### src/rtl/stbm_pkg.sv
`timescale 1ns / 1ps
// ----------------------------------------------------------------------------
// stbm_pkg
// Shared widths, defaults, opcodes and controller/datapath interface types
// for the suffix trie best match unit.
// ----------------------------------------------------------------------------
package stbm_pkg;

    localparam int LETTER_W = 5;
    localparam int IDX_W    = 10;
    localparam int LEN_W    = 10;

    localparam int NODE_COUNT_DEF = 4096;
    localparam int ALPHABET_DEF   = 26;
    localparam int MAX_WORDS_DEF  = 1024;
    localparam int MAX_LENGTH_DEF = 1023;

    localparam logic OP_INSERT = 1'b0;
    localparam logic OP_QUERY  = 1'b1;

    typedef struct packed {
        logic clear_step;   // write one zero entry of the child table
        logic load;         // capture the item and start the table read
        logic exec;         // apply the item to the trie state
    } cmd_t;

    typedef struct packed {
        logic clear_done;   // last entry of the clearing pass
        logic out_blocked;  // result register full and stalled
    } stat_t;

endpackage

### src/rtl/stbm_ctrl.sv
`timescale 1ns / 1ps
// ----------------------------------------------------------------------------
// stbm_ctrl
// Sequencer: clearing pass after reset, then one item at a time in two steps
// (table read, then update).
// ----------------------------------------------------------------------------
module stbm_ctrl
(
    input  logic           clk,
    input  logic           rst_n,
    input  logic           in_valid,
    output logic           in_stall,
    output stbm_pkg::cmd_t cmd,
    input  stbm_pkg::stat_t stat
);

    typedef enum logic [1:0]
    {
        ST_CLEAR,
        ST_IDLE,
        ST_EXEC
    } state_t;

    state_t state_reg;
    state_t state_next;

    always_comb
    begin
        state_next     = state_reg;
        cmd.clear_step = 1'b0;
        cmd.load       = 1'b0;
        cmd.exec       = 1'b0;
        case (state_reg)
            ST_CLEAR:
            begin
                cmd.clear_step = 1'b1;
                if (stat.clear_done)
                begin
                    state_next = ST_IDLE;
                end
            end
            ST_IDLE:
            begin
                if (in_valid)
                begin
                    cmd.load   = 1'b1;
                    state_next = ST_EXEC;
                end
            end
            ST_EXEC:
            begin
                // hold while a finished result has not been taken
                if (!stat.out_blocked)
                begin
                    cmd.exec   = 1'b1;
                    state_next = ST_IDLE;
                end
            end
            default:
            begin
                state_next = ST_CLEAR;
            end
        endcase
    end

    always_ff @(posedge clk or negedge rst_n)
    begin
        if (!rst_n)
        begin
            state_reg <= ST_CLEAR;
        end
        else
        begin
            state_reg <= state_next;
        end
    end

    assign in_stall = (state_reg != ST_IDLE);

endmodule

### config.mk
export PLATFORM = sky130hd
export DESIGN_NAME = stbm_ctrl
export DESIGN_NICKNAME = d
export VERILOG_FILES = /design/src/rtl/stbm_pkg.sv /design/src/rtl/stbm_ctrl.sv
export SDC_FILE = /design/constraint.sdc
export NUM_CORES = 1
export LEC_CHECK = 0
export BUFFER_PORTS_ARGS = -buffer_cell sky130_fd_sc_hd__buf_2
export CAP_MARGIN = 20
export CORE_AREA = 8 8 45 47
export CTS_BUF_LIST = sky130_fd_sc_hd__clkbuf_4 sky130_fd_sc_hd__clkbuf_8
export DETAILED_ROUTE_END_ITERATION = 7
export DIE_AREA = 0 0 53 55
export GPL_TIMING_DRIVEN = 0
export HOLD_SLACK_MARGIN = 0.02
export PLACE_DENSITY = 0.37
export SYNTH_ARGS = -nofsm -noshare
export SYNTH_HDL_FRONTEND = slang
export SYNTH_SLANG_ARGS = --single-unit
### constraint.sdc
create_clock -name clk -period 2.5 [get_ports clk]
set_input_delay 0.5 -clock clk [delete_from_list [all_inputs] [get_ports clk]]
set_output_delay 0.5 -clock clk [all_outputs]
set_load 0.02 [all_outputs]
; Yosys cells after proc, flatten, opt, wreduce, memory -nomap -nowiden
; Cells that the tools add are included.
[totals]
register_bits = 2
input_bits = 5
output_inout_bits = 4
wordCells = 18
[op_classes]
eq_ne = 6
n_reduce_logical = 2
n_mux = 9
[ops]
columns = operator, n
row1 = $mux 2, 3
row2 = $ne 2x2->1 const B, 3
row3 = $pmux 2 s3, 1
row4 = $mux 1, 5
row5 = $reduce_and 3->1, 1
row6 = $eq 2x1->1 const B, 1
row7 = $eq 2x2->1 const B, 1
row8 = $logic_not 2->1, 1
row9 = $ne 2x1->1 const B, 1

; Depth between registers and ports, before layout
[logic_depth]
depth_word = 3
mapped_depth = 2
ltp_nobuf = 2

; Worst setup path after synthesis
; OpenSTA, ideal clock, no wires.
[synth_path]
path_kind = input port to output port
start = in in_valid
end = out cmd[1] (netlist bit)
path_slack_ns = 1.148
arrival_ns = 0.852
n_path_buf = 0
required_ns = 2.000
stages = 2
path_cell_list = nand2_1 -> nor2_1
[synth_lines]
columns = item, line
row1 = "start, declared", stbm_ctrl.sv:11  ; input logic in_valid,
row2 = "end, declared", stbm_ctrl.sv:13  ; output stbm_pkg::cmd_t cmd,

==> impl_results.md <==
- Seq/Total Area, Yosys: ~46%
- Fin crit period: approximately 1.6 ns
- Crit path required time: approximately 2.0 ns
- Worst vdd ir: roughly 0.00034 V
- Worst-Skew Late Latency: about 0.23 ns
- Largest net degree at the start of global routing: 7
- Clock skew: roughly 0.00030 ns
- # port buffers: 8
- Starting density of the core: roughly 7.9%
- Worst rel slew slack: slightly below 90%
- Die height: about 55 um
- Crit path capture: cmd[0]
- CTS Sinks: 2
- Status: finished clean
- Postcts setup bufs: 0
- Critical path capture point type: output port
- Vias in the first global route: ~140
- CTS root buf: clkbuf_4
- Critical path class: reg -> out
- DPL Wire Length: approximately 290 um
- Final ANT Viol Nets: 0
- Worst Setup SP: state_reg[0]
- Die footprint: around 2900 um2
- Fmax: 637.7 MHz
- Met3 Wirelength: 63 um
- CTS tree: built
- Startpoint Class: flop
- Worst hold slack: roughly 0.058 ns
- Row count: 14
- Cells after synthesis: 12
- TritonCTS Buffers: 3
- Commonest non-fill, non-tap cell in the layout: buf_2
- Seq. cell area: 50.05 um2
- Deepest clock path buffer count: 2
- Post-Syn Nets: 17
- Synth warnings: 0
- Area Overhead vs Synth: 75.86%
- Drt wl/cell: 9.462 um
- Count of state elements after synthesis: 2
- Max reg flops: 2
- Antenna diodes: 0
- Unrepaired setup endpoints after global routing: false
- Met1 WL: between 200 and 250 um
- Drt drc: 0
- Drt first pass iters: 2
- # fillers: 157
- Nets: 30
- Core ar.: 1384 um2
- Power per Cell Area: between 1000 and 1500 nW/um2
- Top sig layer: met4
- Cts hold-fix bufs: 0
- Design Power: 0.2563 mW
- Total number of vias: 125
- Leak Pwr: roughly 0.094 nW
- Die X: between 50 and 60 um
- Final Cycle Share: about 63%
- H-tree levels: 1
- Setup_tns: 0 ns
- R2r setup slk: between 1.5 and 2 ns
- CTS clk-pin slew, worst paths: ~0.030 ns
- Final WL: 369 um
- Num ports: 9
- Met2 WL post-DR: ~71 um
- Area of the multi-input gates: roughly 55 um2
- Critical path arrival: 1.07 ns
- Post-Syn Area: approximately 110 um2
- Slew @ Worst Pin: 0.1838 ns
- Netlist cell types: 9
- Setup-failing EPs final: 0
- Avg Inst Size Synth: just over 9 um2
- Worst Hold Class: in -> async
- Max-capacitance violation count: 0
- Layout cells sized above 1: 52.17%
- # resized after CTS: 0
- Initial antenna violation count: 0
- Reg-to-reg endpoint: state_reg[0]
- CP max FO: 6
- Fin. Hold Viols: 0
- DRT iter0 DRCs: 3
- Grt ovf: 0
- Most frequent cells in the layout: buf_2 (8), clkbuf_4 (3), nand2_1 (2), nor2_1 (2), dfrtp_1 (2)
- First-pass GRT wire length: roughly 630 um
- Final count of pins violating max slew: 0
- All-Layer GR Usage: about 3.7%
- Reg2reg start: state_reg[0]
- Number of vias per cell: approximately 3.2
- GPL Wtd Cong: 0.5633
- R2R depth: 2
==> metal layers <==
layer | up-vias | GRT usage [%]
li1 | 63 | -
met1 | 47 | 3.945
met2 | 11 | 2.148
met3 | 4 | 4.011
met4 | 0 | 6.466
met5 | - | 0
==> worst min path at each step <==
stage,startpoint,to,slack [ns],cells past startpoint
after floorplan,rst_n,state_reg[0],0.20,0
after global placement,rst_n,state_reg[0],0.29,1
after detailed placement,rst_n,state_reg[0],0.29,1
after CTS,rst_n,state_reg[1],0.05,1
after global routing,rst_n,state_reg[1],0.04,1
final,rst_n,state_reg[1],0.06,1
==> synthesized netlist by cell type <==
cell type	instances	area, um2
o21ai_0	1	5.000
or2_0	1	6.260
dfrtp_1	2	50.05
nand2_1	2	7.510
nand3b_1	1	7.510
nor2_1	2	7.510
inv_1	1	3.750
a31o_1	1	8.760
nor3b_2	1	12.51
==> metrics by stage <==
stage | instance area, um2 | std cells | setup slack, ns | utilization [%]
floorplan | 108.9 | 12 | 1.148 | -
detailed placement | 168.9 | 36 | 1.006 | 12.21
global placement | 168.9 | 36 | 0.9921 | 12.21
finish | 191.4 | 39 | 0.9320 | 13.83
CTS | 191.4 | 39 | 0.9218 | 13.83
global route | 191.4 | 39 | 0.8587 | 13.83
==> power breakdown <==
group / switching (mW) / internal, mW
logic: 0.0680 / 0.0451
registers: 0.0229 / 0.0484
clock network: 0.0189 / 0.0530
total: 0.110 / 0.147
==> kinds of logic (layout without fill, tap and decap cells) <==
logic type,after synthesis,in the layout,share of synthesized area [%]
flops,2,2,45.98
simple gates,7,7,37.94
buf+inv,1,12,3.445
compound gates,2,2,12.64
==> cell type report <==
type	instances	share of cell area [%]
sequential	2	26.14
clock buffer	3	11.76
tap	16	10.46
inverter	1	1.961
timing repair buffer	8	20.91
multi-input combinational	9	28.76
==> critical path, cell delays in order, from the launching register on <==
cell     delay [ns]
dfrtp_1        0.42
nor3b_2        0.22
buf_2          0.20
Power figures use the tool's default switching activity.
